<file path="src/rtl/utf8d_pkg.sv">
// shared types and constants of the utf-8 decoder
package utf8d_pkg;

	localparam int unsigned BYTE_W = 8;
	localparam int unsigned CP_W   = 21;
	localparam int unsigned LEFT_W = 2;
	localparam int unsigned TDATA_OUT_W = 24;

	// lead byte classes: mask and match patterns
	localparam logic [BYTE_W-1:0] ASCII_MASK  = 8'h80;
	localparam logic [BYTE_W-1:0] ASCII_MATCH = 8'h00;
	localparam logic [BYTE_W-1:0] LEAD2_MASK  = 8'hE0;
	localparam logic [BYTE_W-1:0] LEAD2_MATCH = 8'hC0;
	localparam logic [BYTE_W-1:0] LEAD3_MASK  = 8'hF0;
	localparam logic [BYTE_W-1:0] LEAD3_MATCH = 8'hE0;
	localparam logic [BYTE_W-1:0] LEAD4_MASK  = 8'hF8;
	localparam logic [BYTE_W-1:0] LEAD4_MATCH = 8'hF0;

	// payload masks
	localparam logic [BYTE_W-1:0] ASCII_PAY = 8'h7F;
	localparam logic [BYTE_W-1:0] LEAD2_PAY = 8'h1F;
	localparam logic [BYTE_W-1:0] LEAD3_PAY = 8'h0F;
	localparam logic [BYTE_W-1:0] LEAD4_PAY = 8'h07;
	localparam int unsigned CONT_BITS = 6;

	// continuation bytes still due
	localparam logic [LEFT_W-1:0] LEFT_IDLE = 2'd0;
	localparam logic [LEFT_W-1:0] LEFT_ONE  = 2'd1;
	localparam logic [LEFT_W-1:0] LEFT_TWO  = 2'd2;
	localparam logic [LEFT_W-1:0] LEFT_THREE = 2'd3;

	// one decode result toward the output register
	typedef struct packed {
		logic            vld;
		logic [CP_W-1:0] cp;
		logic            err;
	} res_t;

endpackage

</file>
<file path="src/rtl/utf8d_in_stage.sv">
// input register stage: holds one byte until the decoder takes it
module utf8d_in_stage (
	input  logic                           clk,
	input  logic                           arst_n,
	input  logic                           s_axis_tvalid,
	output logic                           s_axis_tready,
	input  logic [utf8d_pkg::BYTE_W-1:0]   s_axis_tdata,
	input  logic                           adv,
	output logic                           fire,
	output logic [utf8d_pkg::BYTE_W-1:0]   byte_s1
);
	import utf8d_pkg::*;

	logic v_s1;
	logic take;

	assign s_axis_tready = !v_s1 || adv;
	assign take          = s_axis_tvalid && s_axis_tready;
	assign fire          = v_s1 && adv;

	// valid flag of the stage
	always_ff @(posedge clk or negedge arst_n) begin
		if (!arst_n) begin
			v_s1 <= 1'b0;
		end else if (take) begin
			v_s1 <= 1'b1;
		end else if (fire) begin
			v_s1 <= 1'b0;
		end
	end

	// byte payload
	always_ff @(posedge clk) begin
		if (take) begin
			byte_s1 <= s_axis_tdata;
		end
	end

endmodule

</file>
<file path="src/rtl/utf8d_decode.sv">
// decode step: partial code point, count of continuation bytes, result logic
module utf8d_decode (
	input  logic                         clk,
	input  logic                         arst_n,
	input  logic                         fire,
	input  logic [utf8d_pkg::BYTE_W-1:0] in_byte,
	output utf8d_pkg::res_t              res
);
	import utf8d_pkg::*;

	logic [CP_W-1:0]   partial_q;
	logic [LEFT_W-1:0] left_q;
	logic [CP_W-1:0]   partial_d;
	logic [LEFT_W-1:0] left_d;
	logic [CP_W-1:0]   shifted;

	assign shifted = {partial_q[CP_W-CONT_BITS-1:0], in_byte[CONT_BITS-1:0]};

	// next state and result for the byte in the input stage
	always_comb begin
		partial_d = partial_q;
		left_d    = left_q;
		res.vld   = 1'b0;
		res.cp    = '0;
		res.err   = 1'b0;
		if (fire) begin
			if (left_q != LEFT_IDLE) begin
				// continuation byte, top bits not checked
				left_d = left_q - LEFT_ONE;
				if (left_q == LEFT_ONE) begin
					res.vld   = 1'b1;
					res.cp    = shifted;
					partial_d = '0;
				end else begin
					partial_d = shifted;
				end
			end else if ((in_byte & ASCII_MASK) == ASCII_MATCH) begin
				res.vld = 1'b1;
				res.cp  = CP_W'(in_byte & ASCII_PAY);
			end else if ((in_byte & LEAD2_MASK) == LEAD2_MATCH) begin
				partial_d = CP_W'(in_byte & LEAD2_PAY);
				left_d    = LEFT_ONE;
			end else if ((in_byte & LEAD3_MASK) == LEAD3_MATCH) begin
				partial_d = CP_W'(in_byte & LEAD3_PAY);
				left_d    = LEFT_TWO;
			end else if ((in_byte & LEAD4_MASK) == LEAD4_MATCH) begin
				partial_d = CP_W'(in_byte & LEAD4_PAY);
				left_d    = LEFT_THREE;
			end else begin
				// stray continuation or 11111xxx where a lead byte belongs
				partial_d = '0;
				res.vld   = 1'b1;
				res.err   = 1'b1;
			end
		end
	end

	// decoder state
	always_ff @(posedge clk or negedge arst_n) begin
		if (!arst_n) begin
			partial_q <= '0;
			left_q    <= LEFT_IDLE;
		end else begin
			partial_q <= partial_d;
			left_q    <= left_d;
		end
	end

	// ascii byte while idle gives a clean result at once
	a_ascii: assert property (@(posedge clk) disable iff (!arst_n)
		fire && (left_q == LEFT_IDLE) && !in_byte[BYTE_W-1] |-> res.vld && !res.err)
		else $error("ascii byte gave no result");

	// an error result leaves the decoder idle
	a_err_idle: assert property (@(posedge clk) disable iff (!arst_n)
		res.vld && res.err |=> left_q == LEFT_IDLE)
		else $error("decoder not idle after error");

	// a continuation byte counts down by one
	a_count: assert property (@(posedge clk) disable iff (!arst_n)
		fire && (left_q != LEFT_IDLE) |=> left_q == $past(left_q) - LEFT_ONE)
		else $error("continuation count slipped");

	// an error result carries a zero code point
	a_err_zero: assert property (@(posedge clk) disable iff (!arst_n)
		res.err |-> res.vld && (res.cp == '0))
		else $error("error result with nonzero code point");

endmodule

</file>
<file path="src/rtl/utf8d_out_reg.sv">
// result register toward the output stream
module utf8d_out_reg (
	input  logic                              clk,
	input  logic                              arst_n,
	input  utf8d_pkg::res_t                   res,
	output logic                              adv,
	output logic                              m_axis_tvalid,
	input  logic                              m_axis_tready,
	output logic [utf8d_pkg::TDATA_OUT_W-1:0] m_axis_tdata,
	output logic                              m_axis_tuser
);
	import utf8d_pkg::*;

	logic            out_v_q;
	logic [CP_W-1:0] cp_q;
	logic            err_q;

	assign adv           = !out_v_q || m_axis_tready;
	assign m_axis_tvalid = out_v_q;
	assign m_axis_tdata  = {{(TDATA_OUT_W-CP_W){1'b0}}, cp_q};
	assign m_axis_tuser  = err_q;

	// valid flag of the result register
	always_ff @(posedge clk or negedge arst_n) begin
		if (!arst_n) begin
			out_v_q <= 1'b0;
		end else if (res.vld) begin
			out_v_q <= 1'b1;
		end else if (m_axis_tready) begin
			out_v_q <= 1'b0;
		end
	end

	// result payload
	always_ff @(posedge clk) begin
		if (res.vld) begin
			cp_q  <= res.cp;
			err_q <= res.err;
		end
	end

endmodule

</file>
<file path="src/rtl/utf8_to_code_point_decoder_core.sv">
// UTF-8 decoder: one byte a beat in, one code point per complete sequence out
// The decoder takes one byte per beat on the s_axis side and gives one
// code point per beat on the m_axis side each time a one- to four-byte
// sequence completes; a lead byte of the form 10xxxxxx or 11111xxx gives a
// result with tuser set and a zero code point. Continuation bytes are taken
// without checking their top two bits, and overlong forms, surrogates and
// values above 0x10FFFF pass through as their 21 payload bits. Throughput is
// one byte per clock while m_axis_tready keeps the result register free;
// the input register takes the byte, the decode step writes its result
// into the result register, and the result beat leaves from there. While a
// result waits, the input register still takes one more byte.
module utf8_to_code_point_decoder_core (
	input  logic                              clk,
	input  logic                              arst_n,
	input  logic                              s_axis_tvalid,
	output logic                              s_axis_tready,
	input  logic [utf8d_pkg::BYTE_W-1:0]      s_axis_tdata,  // [7:0] in_byte
	output logic                              m_axis_tvalid,
	input  logic                              m_axis_tready,
	output logic [utf8d_pkg::TDATA_OUT_W-1:0] m_axis_tdata,  // [20:0] code_point, rest zero
	output logic                              m_axis_tuser   // [0] error
);
	import utf8d_pkg::*;

	logic              adv;
	logic              fire;
	logic [BYTE_W-1:0] byte_s1;
	res_t              res;

	// input register
	utf8d_in_stage u_in (
		.clk           (clk),
		.arst_n        (arst_n),
		.s_axis_tvalid (s_axis_tvalid),
		.s_axis_tready (s_axis_tready),
		.s_axis_tdata  (s_axis_tdata),
		.adv           (adv),
		.fire          (fire),
		.byte_s1       (byte_s1)
	);

	// decode step and sequence state
	utf8d_decode u_dec (
		.clk     (clk),
		.arst_n  (arst_n),
		.fire    (fire),
		.in_byte (byte_s1),
		.res     (res)
	);

	// result register
	utf8d_out_reg u_out (
		.clk           (clk),
		.arst_n        (arst_n),
		.res           (res),
		.adv           (adv),
		.m_axis_tvalid (m_axis_tvalid),
		.m_axis_tready (m_axis_tready),
		.m_axis_tdata  (m_axis_tdata),
		.m_axis_tuser  (m_axis_tuser)
	);

endmodule

</file>
<file path="config.mk">
export PLATFORM = sky130hd
export DESIGN_NAME = utf8_to_code_point_decoder_core
export DESIGN_NICKNAME = d
export VERILOG_FILES = /design/src/rtl/utf8d_pkg.sv /design/src/rtl/utf8d_in_stage.sv /design/src/rtl/utf8d_decode.sv /design/src/rtl/utf8d_out_reg.sv /design/src/rtl/utf8_to_code_point_decoder_core.sv
export SDC_FILE = /design/constraint.sdc
export NUM_CORES = 1
export LEC_CHECK = 0
export BUFFER_PORTS_ARGS = -buffer_cell sky130_fd_sc_hd__buf_2
export CORE_MARGIN = 3
export CORE_UTILIZATION = 30
export DETAILED_ROUTE_END_ITERATION = 6
export GPL_ROUTABILITY_DRIVEN = 0
export PLACE_DENSITY = 0.6
export SYNTH_ARGS = -nofsm -noshare
export SYNTH_HDL_FRONTEND = slang
export SYNTH_SLANG_ARGS = --single-unit
</file>
<file path="constraint.sdc">
create_clock -name clk -period 6.7 [get_ports clk]
set_input_delay 2.01 -clock clk [delete_from_list [all_inputs] [get_ports clk]]
set_output_delay 2.01 -clock clk [all_outputs]
set_load 0.005 [all_outputs]
</file>
## Word-level counts from Yosys, hierarchy flattened

Cells that the tools add are included.
Widths: inputs -> output; s select.

- Register bits: 49
- Input port bits: 12
- Output and inout bits: 27

- Add/sub/neg operators: 1
- Multiplexer cells: 25
- Reduce and logical (&&, ||, !) cells: 14
- Eq/ne operators: 5
- Bitwise gates (word level): 1

Operators by type and width:

| kind | count |
|---|---|
| $mux 15 | 5 |
| $mux 22 | 2 |
| $mux 23 | 1 |
| $mux 1 | 10 |
| $mux 2 | 5 |
| $logic_not 8->1 | 1 |
| $mux 7 | 1 |
| $reduce_bool 2->1 | 3 |
| $eq 5x5->1 const B | 1 |
| $eq 4x4->1 const B | 1 |
| $reduce_bool 4->1 | 1 |
| $eq 3x3->1 const B | 1 |
| $mux 3 | 1 |
| $reduce_and 3->1 | 1 |
| $reduce_or 3->1 | 1 |
| $eq 2x1->1 const B | 1 |
| $logic_and 1x1->1 | 2 |
| $logic_not 1->1 | 2 |
| $logic_or 1x1->1 | 2 |
| $ne 2x1->1 const B | 1 |
| $reduce_and 2->1 | 1 |
| $sub 2x1->2 const B | 1 |
| $not 1->1 | 1 |

## Depth between registers and ports, before layout

- Depth in word-level cells: 8
- Depth in mapped cells: 5
- Depth with buffers taken out: 4

## Hierarchy

A second synthesis with hierarchy kept.

- Cells, all modules: 143
- Area total of the unflattened synthesis: 2014.4 um2

Modules (own cells, without submodules):

| module | cells each | instances | area an instance (um2) |
|---|---|---|---|
| utf8d_decode | 101 | 1 | 979.7 |
| utf8d_out_reg | 29 | 1 | 734.5 |
| utf8d_in_stage | 13 | 1 | 300.3 |

## Least setup slack after synthesis

Ideal clock, no wire load.

- Path kind: in2reg
- From: input m_axis_tready
- To: register u_out.cp_q[0], enable pin
- Data required time: 6.271 ns
- Arrival: 3.820 ns
- Slack: 2.451 ns
- Setup time: 0.429 ns
- Buffers on the path: 0
- Cell stages on the path: 3
- Cells stage by stage: nand2b_2 -> nand2_4 -> nor3_1

RTL lines:

| element | RTL line | RTL |
|---|---|---|
| from (decl) | utf8_to_code_point_decoder_core.sv:19 | `input logic m_axis_tready,` |
| to (signal assigned) | utf8d_out_reg.sv:37 | `cp_q <= res.cp;` |
| to (decl) | utf8d_out_reg.sv:15 | `logic [CP_W-1:0] cp_q;` |

## Worst setup path in the final report

- From: input m_axis_tready
- To: output s_axis_tready

- Word-level cells in the longest chain between the ends: 2

Ends and longest elaborated chain:

| element | RTL line | RTL |
|---|---|---|
| $logic_or 1x1->1 | utf8d_out_reg.sv:18 | `assign adv = !out_v_q \|\| m_axis_tready;` |
| $logic_or 1x1->1 | utf8d_in_stage.sv:17 | `assign s_axis_tready = !v_s1 \|\| adv;` |
| to (decl) | utf8_to_code_point_decoder_core.sv:16 | `output logic s_axis_tready,` |

No other way between the ends.

==> results.toml <==
[cells_and_area]
drive_above_1_share_pct = 28.2
final_cells = 265
final_cell_area_mm2 = 0.00232
num_antenna_cells = 0
final_util_pct = 36.1
nets = 199
fillCellCount = 635
areaGrowthSynthToFinish_pct = 15.5

[global_route]
antenna_found_initial = 0
track_usage_pct = 9.79
grt_pass1_wl_mm = 5.64
grt_pass1_vias = 1104
grt_overflow_total = 0
grt_max_degree = 23

[timing]
drv_slew = 0
hold_viol = 0
worst_slew_pin_slew_ns = 0.866
setup_violations = 0
relSlewSlack_pct = 42.0
fin_worst_skew_ns = 0.00503
post-route-period-util_pct = 66.6
period_needed_ns = 4.46
fin_tns_setup_ns = 0
max_freq_mhz = 224
rsz0062_at_grt = "no"

[worst_hold_path]
min_from = "u_dec.partial_q[11]"
min_to = "u_dec.partial_q[11]"
hold_depth = 2
min_path_type = "flop to flop"

[clock_network]
clkSinkCount = 49
cts_made_buffers = 5
clock_latency_ns = 0.30
ctsResizeCount = 0
clk_pin_slew_ns = 0.08
cts_max_path_buffers = 2
hold_buffers = 0
postCtsSetupBuffers = 0
cts_tree = "done"
cts_root_buf = "clkbuf_8"
h-tree-depth = 2

[die]
core_mm2 = 0.00642
die_y_um = 87.8
rows = 29
io_pins = 39
die_area_mm2 = 0.00771
initial_core_util_pct = 31.3
die_x_um = 87.8

[logic_synthesis]
synthDominantCellAreaShare_pct = 44.9
synth_warnings = 0
synth_largest_area_cell = "edfxtp_1"
synth_edf_count = 30
postSynthAreaPerCell_um2 = 13.3
synth_flop_cell = "edfxtp_1"
synth_cells = 151
syn-cell-area_mm2 = 0.00201
synthTopCellsByCount = "30 x edfxtp_1, 23 x and2_1, 21 x nand2_1"
ys_types = 31
synth_most_common_cell = "edfxtp_1"
seq_area_frac_synth_pct = 68.5
ys_seq_elements = 49
synth.area.top_cells = "edfxtp_1 45%, dfrtp_1 24%, and2_1 7.2%"
async_flop_share_pct = 38.8

[critical_path]
reg2reg_from = "u_dec.left_q[1]"
worst_setup_path_start_kind = "input pin"
r2r_slack_ns = 4.50
critPathMaxFanout = 3
crit_arrival_ns = 2.45
r2r_cells = 2
cp.required_ns = 4.69
critPathKind = "input pin to output port"
cp-end-kind = "output port"
worst_r2r_endpoint = "u_out.cp_q[14]"

[pwr]
power_leakage_nw = 0.993
peakVddDrop_mv = 0.154
power.density_mw_per_mm2 = 302

[routing]
ant_nets = 0
post-route-drc-count = 0
vias = 1175
routed_wl_mm = 3.40
dr.pass1.iters = 4
drt_iter0_drc = 76
wl_per_cell_um = 12.8
vias_per_cell = 4.43

[job]
maxCapViolations = 0

[place]
numPortBuffers = 35
dpl.hpwl_mm = 2.32
placedCellCount = 257
placed_area_mm2 = 0.00223

[status]
status = "finished, final reports clean"
registers in the layout (all words and copies together) (netlist names):
signal	count
u_in.byte_s1	8
u_in.v_s1	1
u_out.m_axis_tvalid	1
u_out.cp_q	21
u_dec.left_q	2
u_dec.partial_q	15
u_out.m_axis_tuser	1
metrics by stage:
stage	total power [mW]	setup WS, ns	hold slack [ns]
2_1_floorplan	0.492	2.45	0.430
3_3_place_gp	0.533	2.24	0.442
3_5_place_dp	0.535	2.25	0.448
4_1_cts	0.710	2.24	0.466
5_1_grt	0.742	2.19	0.494
6_report	0.700	2.24	0.462
layout by cell type, fill, tap and decap left out, drive strengths merged, types with 4 or more instances in the layout:
cell and count:
buf 36, edfxtp 30, and2 23, nand2 23, dfrtp 19, nand3 11, o21ai 8, clkbuf 8
nor3 5, nor2 4
per-layer routing:
layer	part of all wire (%)	routed length (µm)	vias to the layer above	track usage, %
li1	-	-	593	-
met1	46	1570	540	13.3
met2	46	1560	38	14.3
met3	6.9	234	4	4.33
met4	0.88	30	0	2.51
met5	0	0	-	0
where the power goes:
part | total, mW | internal [mW] | leakage, nW | switching (mW)
logic | 0.113 | 0.0489 | 0.400 | 0.0645
registers | 0.412 | 0.374 | 0.548 | 0.0378
clock network | 0.175 | 0.0843 | 0.0455 | 0.0909
total | 0.700 | 0.507 | 0.993 | 0.193
cell families after synthesis:
kind of cell	count (synthesis)	share of synthesized area, %
AND/OR/NAND/NOR	73	20.1
other	1	0.187
buffers and inverters	10	3.68
AO/OA/AOI/OAI	18	7.48
flip-flops	49	68.5
worst max-delay path, stage by stage:
cell and delay (ns):
buf_2 0.10, nand3b_1 0.18, buf_2 0.15
worst max-delay path by stage:
stage	from	to
2_1_floorplan	m_axis_tready	u_out.cp_q[0]
3_3_place_gp	m_axis_tready	s_axis_tready
3_5_place_dp	m_axis_tready	s_axis_tready
4_1_cts	m_axis_tready	s_axis_tready
5_1_grt	m_axis_tready	s_axis_tready
6_report	m_axis_tready	s_axis_tready
layout make-up:
cell class | count | area [µm²] | share of cell area, %
flip-flops and latches | 49 | 1380 | 59.3
multi-input cells | 94 | 571 | 24.6
repair buffers | 36 | 183 | 7.87
well taps | 77 | 96.3 | 4.15
clock buffers | 8 | 90.1 | 3.88
inverters | 1 | 3.75 | 0.162
No activity file was read; power rests on OpenSTA's default activity.
